`src/sv/pqg_pkg.sv`:
```
// Package for the publisher quiesce gate: event codes, status codes, gate modes,
// register map and the request record. Used by every file of the block.
package pqg_pkg;

  localparam int unsigned DataW  = 64;
  localparam int unsigned CountW = 32;
  localparam int unsigned AddrW  = 4;

  typedef enum logic [2:0] {
    OP_ENTER   = 3'd0,
    OP_EXIT    = 3'd1,
    OP_BEGIN   = 3'd2,
    OP_DEFER   = 3'd3,
    OP_FINISH  = 3'd4,
    OP_ABORT   = 3'd5
  } op_e;

  typedef enum logic [2:0] {
    ST_OK       = 3'd0,
    ST_INVALID  = 3'd1,
    ST_BUSY     = 3'd2,
    ST_OVERFLOW = 3'd3,
    ST_STALE    = 3'd4
  } status_e;

  typedef enum logic [1:0] {
    GM_OPEN     = 2'd0,
    GM_DRAINING = 2'd1,
    GM_QUIESCED = 2'd2
  } gate_mode_e;

  typedef enum logic {
    REG_GATE_OWNER  = 1'b0,
    REG_DEFERRABLE  = 1'b1
  } reg_idx_e;

  typedef struct packed {
    logic [2:0]       mode;
    logic             handle_active;
    logic [DataW-1:0] handle_owner;
    logic [DataW-1:0] handle_number;
    logic [DataW-1:0] defer_bit;
  } req_t;

  typedef struct packed {
    logic [DataW-1:0] gate_owner;
    logic [DataW-1:0] deferrable_events;
  } cfg_t;

endpackage

```
`src/sv/pqg_if.sv`:
```
// Stream interfaces for the publisher quiesce gate: request and result channels.
// Depends on pqg_pkg for field widths.
interface pqg_req_if
  import pqg_pkg::*;
();
  logic             valid;
  logic             ready;
  logic [2:0]       mode;
  logic             handle_active;
  logic [DataW-1:0] handle_owner;
  logic [DataW-1:0] handle_number;
  logic [DataW-1:0] defer_bit;

  modport source (output valid, mode, handle_active, handle_owner, handle_number,
                  defer_bit, input ready);
  modport sink (input valid, mode, handle_active, handle_owner, handle_number,
                defer_bit, output ready);
endinterface

interface pqg_rsp_if
  import pqg_pkg::*;
();
  logic              valid;
  logic              ready;
  logic [2:0]        status;
  logic [DataW-1:0]  issued_number;
  logic [DataW-1:0]  deferred_events;
  logic [1:0]        gate_state;
  logic [CountW-1:0] publisher_count;

  modport source (output valid, status, issued_number, deferred_events, gate_state,
                  publisher_count, input ready);
  modport sink (input valid, status, issued_number, deferred_events, gate_state,
                publisher_count, output ready);
endinterface

```
`src/sv/pqg_apb_regs.sv`:
```
// APB configuration registers of the publisher quiesce gate: owner and deferrable mask.
// Depends on pqg_pkg.
module pqg_apb_regs
  import pqg_pkg::*;
(
  input  logic             clk_i,
  input  logic             rst_ni,
  input  logic             psel,
  input  logic             penable,
  input  logic             pwrite,
  input  logic [AddrW-1:0] paddr,
  input  logic [DataW-1:0] pwdata,
  output logic [DataW-1:0] prdata,
  output logic             pready,
  output cfg_t             cfg_o
);

  cfg_t     cfg_q, cfg_d;
  reg_idx_e idx;
  logic     wr_en;

  assign pready = 1'b1;
  assign idx    = reg_idx_e'(paddr[3]);
  assign wr_en  = psel && penable && pwrite && pready;

  always_comb begin
    cfg_d = cfg_q;
    if (wr_en) begin
      unique case (idx)
        REG_GATE_OWNER: cfg_d.gate_owner        = pwdata;
        REG_DEFERRABLE: cfg_d.deferrable_events = pwdata;
        default: ;
      endcase
    end
  end

  always_comb begin
    unique case (idx)
      REG_GATE_OWNER: prdata = cfg_q.gate_owner;
      REG_DEFERRABLE: prdata = cfg_q.deferrable_events;
      default:        prdata = '0;
    endcase
  end

  always_ff @(posedge clk_i or negedge rst_ni) begin
    if (!rst_ni) begin
      cfg_q <= '0;
    end else begin
      cfg_q <= cfg_d;
    end
  end

  assign cfg_o = cfg_q;

endmodule

```
`src/sv/pqg_in_stage.sv`:
```
// Input register of the publisher quiesce gate: holds one request transfer.
// Depends on pqg_pkg and pqg_req_if.
module pqg_in_stage
  import pqg_pkg::*;
(
  input  logic  clk_i,
  input  logic  rst_ni,
  pqg_req_if.sink req_i,
  input  logic  take_i,
  output logic  valid_o,
  output req_t  req_o
);

  logic valid_q, valid_d;
  req_t req_q;
  logic load;

  assign req_i.ready = !valid_q || take_i;
  assign load        = req_i.valid && req_i.ready;

  always_comb begin
    valid_d = valid_q;
    if (load) begin
      valid_d = 1'b1;
    end else if (take_i) begin
      valid_d = 1'b0;
    end
  end

  always_ff @(posedge clk_i or negedge rst_ni) begin
    if (!rst_ni) begin
      valid_q <= 1'b0;
    end else begin
      valid_q <= valid_d;
    end
  end

  always_ff @(posedge clk_i) begin
    if (load) begin
      req_q <= '{mode:          req_i.mode,
                 handle_active: req_i.handle_active,
                 handle_owner:  req_i.handle_owner,
                 handle_number: req_i.handle_number,
                 defer_bit:     req_i.defer_bit};
    end
  end

  assign valid_o = valid_q;
  assign req_o   = req_q;

endmodule

```
`src/sv/pqg_engine.sv`:
```
// Gate state and event evaluation of the publisher quiesce gate, with the result register.
// Depends on pqg_pkg and pqg_rsp_if.
module pqg_engine
  import pqg_pkg::*;
(
  input  logic  clk_i,
  input  logic  rst_ni,
  input  cfg_t  cfg_i,
  input  logic  valid_i,
  input  req_t  req_i,
  output logic  take_o,
  pqg_rsp_if.source rsp_o
);

  gate_mode_e        mode_q, mode_d;
  logic [CountW-1:0] count_q, count_d;
  logic [DataW-1:0]  gen_q, gen_d;
  logic [DataW-1:0]  last_q, last_d;
  logic [DataW-1:0]  cur_q, cur_d;
  logic [DataW-1:0]  mask_q, mask_d;

  logic              out_valid_q;
  status_e           status_q, status_d;
  logic [DataW-1:0]  issued_q, issued_d;
  logic [DataW-1:0]  handed_q, handed_d;

  logic              advance;
  logic              consistent;
  logic              empty;
  logic              reopen_match;
  logic              idle_gen_full;
  op_e               op;
  logic [DataW-1:0]  bit_v;

  assign take_o  = !out_valid_q || rsp_o.ready;
  assign advance = valid_i && take_o;
  assign op      = op_e'(req_i.mode);
  assign bit_v   = req_i.defer_bit;

  always_comb begin
    consistent = 1'b0;
    if (cfg_i.gate_owner != '0 && gen_q != '0 && cur_q <= last_q) begin
      unique case (mode_q)
        GM_OPEN:     consistent = (cur_q == '0) && (mask_q == '0);
        GM_DRAINING: consistent = (cur_q != '0) && (count_q != '0);
        GM_QUIESCED: consistent = (cur_q != '0) && (count_q == '0);
        default:     consistent = 1'b0;
      endcase
    end
  end

  assign empty = !req_i.handle_active && (req_i.handle_owner == '0) &&
                 (req_i.handle_number == '0);
  assign reopen_match = req_i.handle_active && (req_i.handle_owner == cfg_i.gate_owner) &&
                        (req_i.handle_number == cur_q);
  assign idle_gen_full = (count_q == '0) && (gen_q == '1);

  always_comb begin
    mode_d   = mode_q;
    count_d  = count_q;
    gen_d    = gen_q;
    last_d   = last_q;
    cur_d    = cur_q;
    mask_d   = mask_q;
    status_d = ST_OK;
    issued_d = '0;
    handed_d = '0;
    if (!consistent) begin
      status_d = ST_INVALID;
    end else begin
      case (op)
        OP_ENTER: begin
          if (!empty || mode_q != GM_OPEN) begin
            status_d = ST_BUSY;
          end else if (count_q == '1) begin
            status_d = ST_OVERFLOW;
          end else begin
            issued_d = gen_q;
            count_d  = count_q + 1'b1;
          end
        end
        OP_EXIT: begin
          if (!req_i.handle_active || req_i.handle_owner != cfg_i.gate_owner ||
              req_i.handle_number != gen_q || count_q == '0) begin
            status_d = ST_STALE;
          end else begin
            count_d = count_q - 1'b1;
            if (mode_q == GM_DRAINING && count_q == CountW'(1)) begin
              mode_d = GM_QUIESCED;
            end
          end
        end
        OP_BEGIN: begin
          if (!empty || mode_q != GM_OPEN) begin
            status_d = ST_BUSY;
          end else if (last_q == '1) begin
            status_d = ST_OVERFLOW;
          end else begin
            last_d   = last_q + 1'b1;
            cur_d    = last_q + 1'b1;
            issued_d = last_q + 1'b1;
            mode_d   = (count_q == '0) ? GM_QUIESCED : GM_DRAINING;
          end
        end
        OP_DEFER: begin
          if (mode_q == GM_OPEN || bit_v == '0 || (bit_v & (bit_v - 1'b1)) != '0 ||
              (bit_v & ~cfg_i.deferrable_events) != '0) begin
            status_d = ST_INVALID;
          end else begin
            mask_d = mask_q | bit_v;
          end
        end
        OP_FINISH, OP_ABORT: begin
          if (!reopen_match) begin
            status_d = ST_STALE;
          end else if (op == OP_FINISH && mode_q != GM_QUIESCED) begin
            status_d = ST_BUSY;
          end else if (op == OP_ABORT && mode_q == GM_OPEN) begin
            status_d = ST_INVALID;
          end else if (idle_gen_full) begin
            status_d = ST_OVERFLOW;
          end else begin
            handed_d = mask_q;
            mask_d   = '0;
            cur_d    = '0;
            mode_d   = GM_OPEN;
            if (count_q == '0) begin
              gen_d = gen_q + 1'b1;
            end
          end
        end
        default: status_d = ST_INVALID;
      endcase
    end
  end

  always_ff @(posedge clk_i or negedge rst_ni) begin
    if (!rst_ni) begin
      mode_q      <= GM_OPEN;
      count_q     <= '0;
      gen_q       <= DataW'(1);
      last_q      <= '0;
      cur_q       <= '0;
      mask_q      <= '0;
      out_valid_q <= 1'b0;
    end else begin
      if (advance) begin
        mode_q  <= mode_d;
        count_q <= count_d;
        gen_q   <= gen_d;
        last_q  <= last_d;
        cur_q   <= cur_d;
        mask_q  <= mask_d;
      end
      if (take_o) begin
        out_valid_q <= valid_i;
      end
    end
  end

  always_ff @(posedge clk_i) begin
    if (advance) begin
      status_q <= status_d;
      issued_q <= issued_d;
      handed_q <= handed_d;
    end
  end

  // Gate mode and count registers already hold the post-event values.
  assign rsp_o.valid           = out_valid_q;
  assign rsp_o.status          = status_q;
  assign rsp_o.issued_number   = issued_q;
  assign rsp_o.deferred_events = handed_q;
  assign rsp_o.gate_state      = mode_q;
  assign rsp_o.publisher_count = count_q;

endmodule

```
`src/sv/publisher_quiesce_gate.sv`:
```
// Top level of the publisher quiesce gate: APB registers, input register, engine.
// Depends on pqg_pkg, pqg_req_if, pqg_rsp_if and the pqg_* modules.
//
// The gate takes one event transfer per clock cycle while results are taken
// and returns exactly one result for each. An accepted request waits in the
// input register, then the event is evaluated and the gate state is updated
// as it moves into the result register. A stalled result holds the pipeline;
// the input register still accepts one more transfer behind it. Write
// gate_owner (offset 0x0) and deferrable_events (offset 0x8) only while no
// event is in flight; with gate_owner at zero every event answers invalid.
module publisher_quiesce_gate
  import pqg_pkg::*;
(
  input  logic             clk_i,
  input  logic             rst_ni,
  input  logic             psel,
  input  logic             penable,
  input  logic             pwrite,
  input  logic [AddrW-1:0] paddr,
  input  logic [DataW-1:0] pwdata,
  output logic [DataW-1:0] prdata,
  output logic             pready,
  pqg_req_if.sink          req_i,
  pqg_rsp_if.source        rsp_o
);

  cfg_t cfg;
  logic stage_valid;
  req_t stage_req;
  logic take;

  pqg_apb_regs u_regs (
    .clk_i   (clk_i),
    .rst_ni  (rst_ni),
    .psel    (psel),
    .penable (penable),
    .pwrite  (pwrite),
    .paddr   (paddr),
    .pwdata  (pwdata),
    .prdata  (prdata),
    .pready  (pready),
    .cfg_o   (cfg)
  );

  pqg_in_stage u_in (
    .clk_i   (clk_i),
    .rst_ni  (rst_ni),
    .req_i   (req_i),
    .take_i  (take),
    .valid_o (stage_valid),
    .req_o   (stage_req)
  );

  pqg_engine u_engine (
    .clk_i   (clk_i),
    .rst_ni  (rst_ni),
    .cfg_i   (cfg),
    .valid_i (stage_valid),
    .req_i   (stage_req),
    .take_o  (take),
    .rsp_o   (rsp_o)
  );

endmodule
```
`src/flat_wrapper.sv`:
```
// flat-port wrapper written by rule: the top's interface ports become plain ports
module publisher_quiesce_gate_flat import pqg_pkg::*;
  (clk_i, rst_ni, psel, penable, pwrite, paddr, pwdata, prdata, pready, req_i_valid, req_i_mode, req_i_handle_active, req_i_handle_owner, req_i_handle_number, req_i_defer_bit, req_i_ready, rsp_o_valid, rsp_o_status, rsp_o_issued_number, rsp_o_deferred_events, rsp_o_gate_state, rsp_o_publisher_count, rsp_o_ready);
  pqg_req_if req_i_i ();
  pqg_rsp_if rsp_o_i ();
  input  logic clk_i;
  input  logic rst_ni;
  input  logic psel;
  input  logic penable;
  input  logic pwrite;
  input  logic [AddrW-1:0] paddr;
  input  logic [DataW-1:0] pwdata;
  output logic [DataW-1:0] prdata;
  output logic pready;
  input wire logic [$bits(req_i_i.valid)-1:0] req_i_valid;
  input wire logic [$bits(req_i_i.mode)-1:0] req_i_mode;
  input wire logic [$bits(req_i_i.handle_active)-1:0] req_i_handle_active;
  input wire logic [$bits(req_i_i.handle_owner)-1:0] req_i_handle_owner;
  input wire logic [$bits(req_i_i.handle_number)-1:0] req_i_handle_number;
  input wire logic [$bits(req_i_i.defer_bit)-1:0] req_i_defer_bit;
  output wire logic [$bits(req_i_i.ready)-1:0] req_i_ready;
  output wire logic [$bits(rsp_o_i.valid)-1:0] rsp_o_valid;
  output wire logic [$bits(rsp_o_i.status)-1:0] rsp_o_status;
  output wire logic [$bits(rsp_o_i.issued_number)-1:0] rsp_o_issued_number;
  output wire logic [$bits(rsp_o_i.deferred_events)-1:0] rsp_o_deferred_events;
  output wire logic [$bits(rsp_o_i.gate_state)-1:0] rsp_o_gate_state;
  output wire logic [$bits(rsp_o_i.publisher_count)-1:0] rsp_o_publisher_count;
  input wire logic [$bits(rsp_o_i.ready)-1:0] rsp_o_ready;
  assign req_i_i.valid = req_i_valid;
  assign req_i_i.mode = req_i_mode;
  assign req_i_i.handle_active = req_i_handle_active;
  assign req_i_i.handle_owner = req_i_handle_owner;
  assign req_i_i.handle_number = req_i_handle_number;
  assign req_i_i.defer_bit = req_i_defer_bit;
  assign req_i_ready = req_i_i.ready;
  assign rsp_o_valid = rsp_o_i.valid;
  assign rsp_o_status = rsp_o_i.status;
  assign rsp_o_issued_number = rsp_o_i.issued_number;
  assign rsp_o_deferred_events = rsp_o_i.deferred_events;
  assign rsp_o_gate_state = rsp_o_i.gate_state;
  assign rsp_o_publisher_count = rsp_o_i.publisher_count;
  assign rsp_o_i.ready = rsp_o_ready;
  publisher_quiesce_gate u_core (.clk_i(clk_i), .rst_ni(rst_ni), .psel(psel), .penable(penable), .pwrite(pwrite), .paddr(paddr), .pwdata(pwdata), .prdata(prdata), .pready(pready), .req_i(req_i_i), .rsp_o(rsp_o_i));
endmodule
```
`config.mk`:
```
export PLATFORM = sky130hd
export DESIGN_NAME = publisher_quiesce_gate_flat
export DESIGN_NICKNAME = d
export VERILOG_FILES = /design/src/sv/pqg_pkg.sv /design/src/sv/pqg_if.sv /design/src/sv/pqg_apb_regs.sv /design/src/sv/pqg_in_stage.sv /design/src/sv/pqg_engine.sv /design/src/sv/publisher_quiesce_gate.sv /design/src/flat_wrapper.sv
export SDC_FILE = /design/constraint.sdc
export NUM_CORES = 2
export LEC_CHECK = 0
export BUFFER_PORTS_ARGS = -buffer_cell sky130_fd_sc_hd__buf_2
export CORE_ASPECT_RATIO = 2
export CORE_MARGIN = 8
export CORE_UTILIZATION = 50
export CTS_CLUSTER_DIAMETER = 200
export DETAILED_ROUTE_END_ITERATION = 6
export MAX_ROUTING_LAYER = met4
export PLACE_DENSITY = 0.71
export SLEW_MARGIN = 20
export SYNTH_ARGS = -nofsm -noshare
export SYNTH_HDL_FRONTEND = slang
export SYNTH_SLANG_ARGS = --single-unit
```
`constraint.sdc`:
```
create_clock -name clk_i -period 6.47 [get_ports clk_i]
set_input_delay 0.647 -clock clk_i [delete_from_list [all_inputs] [get_ports clk_i]]
set_output_delay 0.647 -clock clk_i [all_outputs]
set_load 0.005 [all_outputs]
```
==> impl_metrics.yaml <==
floorplanning:
  pin_count: 503
  dieArea_sq_um: 83700
  fp.dieW_microns: 209
  core_area_sq_um: 73700
  core.rowCount: 141
  die_h_microns: 401
  initial_core_util_pct: 50.3
cts:
  post_cts_buffers: 0
  cts.clk_slew.worst_paths_ps: 70
  clock_path_buffers: 3
  h-tree-depth: 3
  clock_latency_ps: 670
  root_buffer: "clkbuf_16"
  clkSinkCount: 747
  cts_tree: "yes"
  cts-buffers-inserted: 70
grt:
  grt.total_usage_pct: 36.4
  grt_antenna_before_repair: 19
  grt_pass1_wl_mm: 213
  grt-ovfl-total: 0
  grt_max_degree: 151
  grt_pass1_vias: 30500
setup_path:
  cp_num_buf_inv: 1
  timing.rr.end: "u_core.u_engine.rsp_o.status[0]"
  crit_path_cell_trace: "nor4_1, nand4bb_1, or4_1, or4_1, o32ai_1, o2111ai_1, nor4_1, nand3_2, buf_4, a211o_1"
  r2r_setup_slack_ps: 1140
  cp.required_ps: 6880
  startpoint: "u_core.u_in.req_o[2]"
  crit_type: "reg2reg"
  endpoint_kind: "register"
  cp_slowest_cell: "or4_1"
  cp_max_fo: 65
  rr_worst_depth: 10
  worstPathArrival_ps: 5740
  critPathCapture: "u_core.u_engine.rsp_o.status[0]"
  crit_cells: 10
  max_stage_delay_ps: 730
  regToRegStartpoint: "u_core.u_in.req_o[2]"
  path_delay_family: "simple AND/OR/NAND/NOR gates"
  cp-start-kind: "register"
synth:
  syn_area_per_cell_sq_um: 11.2
  synth_edf_count: 327
  ys_seq_elements: 747
  synth_area_sq_um: 37100
  synth_area_leaders: "dfrtp_1 (28%), edfxtp_1 (26%), xnor2_1 (7.0%)"
  synth.distinct_cells: 80
  syn-num-nets: 3655
  synthTopCellsByCount: "dfrtp_1 (419), edfxtp_1 (327), xnor2_1 (298)"
  syn_inst: 3310
  ys_seq_area_share_pct: 54.8
  synth.most_common_cell: "dfrtp_1"
  synth_flop_cell: "dfrtp_1"
  ys_warn_count: 0
  synth_top_area_cell: "dfrtp_1"
  synth.top_cell.area_share_pct: 28.3
  async_flop_share_pct: 56.2
detailed_routing:
  drtAntennaViolNets: 0
  drt-vias-per-instance: 6.23
  vias: 29600
  drt_iter0_drc: 2580
  drt_wl_total_mm: 151
  routedWlPerCell_microns: 31.7
  drt-pass1-iter-count: 7
  drc: 0
timing:
  finalHoldViolations: 0
  fin_crit_sh_pct: 82.3
  tns_ps: 0
  drv_slew: 0
  max_freq_mhz: 188
  tightest_slew_ps: 1120
  rsz0062_at_grt: "false"
  whs_ps: 150
  finalClockSkew_ps: 31.5
  setup_viol: 0
  min_period_ps: 5330
  slew-limit-headroom_pct: 25.3
pwr:
  power.density_nw_per_um2: 279
  ir_drop_uv: 308
  p_leak_nw: 17.7
final_layout:
  layout.nets: 4089
  multi_input_area_sq_um: 15700
  final-seq-area_sq_um: 20300
  drive_above_1_share_pct: 23.3
  syn_to_final_growth_pct: 16.1
  final_area_sq_um: 43100
  fillers: 6322
place:
  io_buffers: 498
  placed_cell_area_sq_um: 40500
  globalplace.congestion: 1.14
  dpl.hpwl_mm: 117
worst_hold_path:
  holdCritPathClass: "in2reg"
job:
  cap_violations: 0
status:
  status: "completed"
## through the flow
stage	setup WS, ps	std cells	util (%)	power, mW
5_1_grt	1130	4748	58.4	12.3
3_5_place_dp	1290	4598	54.9	7.50
2_1_floorplan	588	3310	-	6.53
3_3_place_gp	1290	4598	54.9	7.47
4_1_cts	1240	4728	58.3	12.0
6_report	1140	4750	58.4	12.0
## metal layers
| layer | vias to the layer above | part of all wire, % | track usage, % |
|---|---|---|---|
| met2 | 1730 | 49 | 60.9 |
| met5 | - | 0 | - |
| met3 | 518 | 8.0 | 8.61 |
| li1 | 12900 | - | - |
| met1 | 14500 | 32 | 35.2 |
| met4 | 0 | 11 | 30.8 |
## placed cells by master (no fill, tap or decap), types with 9 or more instances in the layout
| cell type | count |
|---|---|
| nor2b_1 | 12 |
| mux2_2 | 191 |
| diode_2 | 20 |
| xnor2_1 | 298 |
| or4_1 | 16 |
| o2111ai_1 | 17 |
| and4_1 | 14 |
| nand4_1 | 118 |
| nor4_1 | 151 |
| a22o_1 | 19 |
| clkbuf_16 | 74 |
| nand3_1 | 79 |
| buf_4 | 29 |
| inv_1 | 133 |
| xor2_1 | 91 |
| o22ai_1 | 15 |
| o21ai_0 | 33 |
| dfrtp_1 | 419 |
| ha_1 | 74 |
| o31ai_1 | 71 |
| clkinv_1 | 10 |
| o2bb2ai_1 | 44 |
| nand2_1 | 254 |
| a21oi_1 | 94 |
| buf_2 | 497 |
| or3_1 | 12 |
| bufinv_16 | 12 |
| nor2_1 | 230 |
| and2_1 | 70 |
| nor3_1 | 106 |
| edfxtp_1 | 327 |
| a22oi_1 | 19 |
| nand2b_1 | 56 |
| nor4_2 | 14 |
| a31oi_1 | 9 |
| clkbuf_1 | 9 |
| and3_1 | 26 |
## cell type report
class                           count  area share [%]
Antenna cell                       20           0.116
Clock buffer                       87            4.50
Clock inverter                     42            1.29
Inverter                          136            1.20
Multi-Input combinational cell   2254            36.4
Sequential cell                   747            47.2
Tap cell                          929            2.70
Timing Repair Buffer              535            6.63
## report_power, final
group	total (mW)	switching [mW]	internal (mW)	leakage (nW)
registers	5.89	0.568	5.32	8.62
logic	1.57	0.930	0.638	7.88
clock network	4.57	1.94	2.64	1.22
## how the worst min path moves through the flow
stage | to | start | slack [ps] | cells after the start
after floorplan | u_core.u_engine.cur_q[0] | rst_ni | 350 | 0
after global placement | u_core.u_engine.last_q[55] | u_core.u_engine.last_q[55] | 460 | 1
after detailed placement | u_core.u_engine.last_q[55] | u_core.u_engine.last_q[55] | 460 | 1
after CTS | u_core.u_in.req_o[64] | req_i_handle_number[0] | 110 | 1
after global routing | u_core.u_in.req_o[5] | req_i_defer_bit[5] | 120 | 1
final | u_core.u_in.req_o[35] | req_i_defer_bit[35] | 150 | 1
## cell families after synthesis
kind of cell | count (synthesis) | synth area share, %
adder cells (fa/ha/maj) | 74 | 2.49
other | 1 | 0.0101
multiplexers | 194 | 5.88
AO/OA/AOI/OAI | 392 | 7.48
flip-flops | 747 | 54.8
buffers and inverters | 309 | 3.22
XOR/XNOR | 389 | 9.18
AND/OR/NAND/NOR | 1204 | 17.0
## registers in the layout, indices dropped and copies added (netlist names)
name	cells
u_core.u_in.req_o	196
u_core.u_regs.cfg_o	128
u_core.u_engine.cur_q	64
u_core.u_engine.gen_q	64
u_core.u_engine.last_q	64
u_core.u_engine.mask_q	64
u_core.u_engine.rsp_o.deferred_events	64
u_core.u_engine.rsp_o.issued_number	64
u_core.u_engine.rsp_o.publisher_count	32
u_core.u_engine.rsp_o.status	3
u_core.u_engine.rsp_o.gate_state	2
u_core.u_engine.rsp_o.valid	1
u_core.u_in.valid_o	1
## repair_timing
item	CTS	global route
hold buffers	1	0
hold endpoints to repair	71	0
resized for setup	0	0
setup endpoints to repair	0	0
No activity file was read; power rests on OpenSTA's default activity.
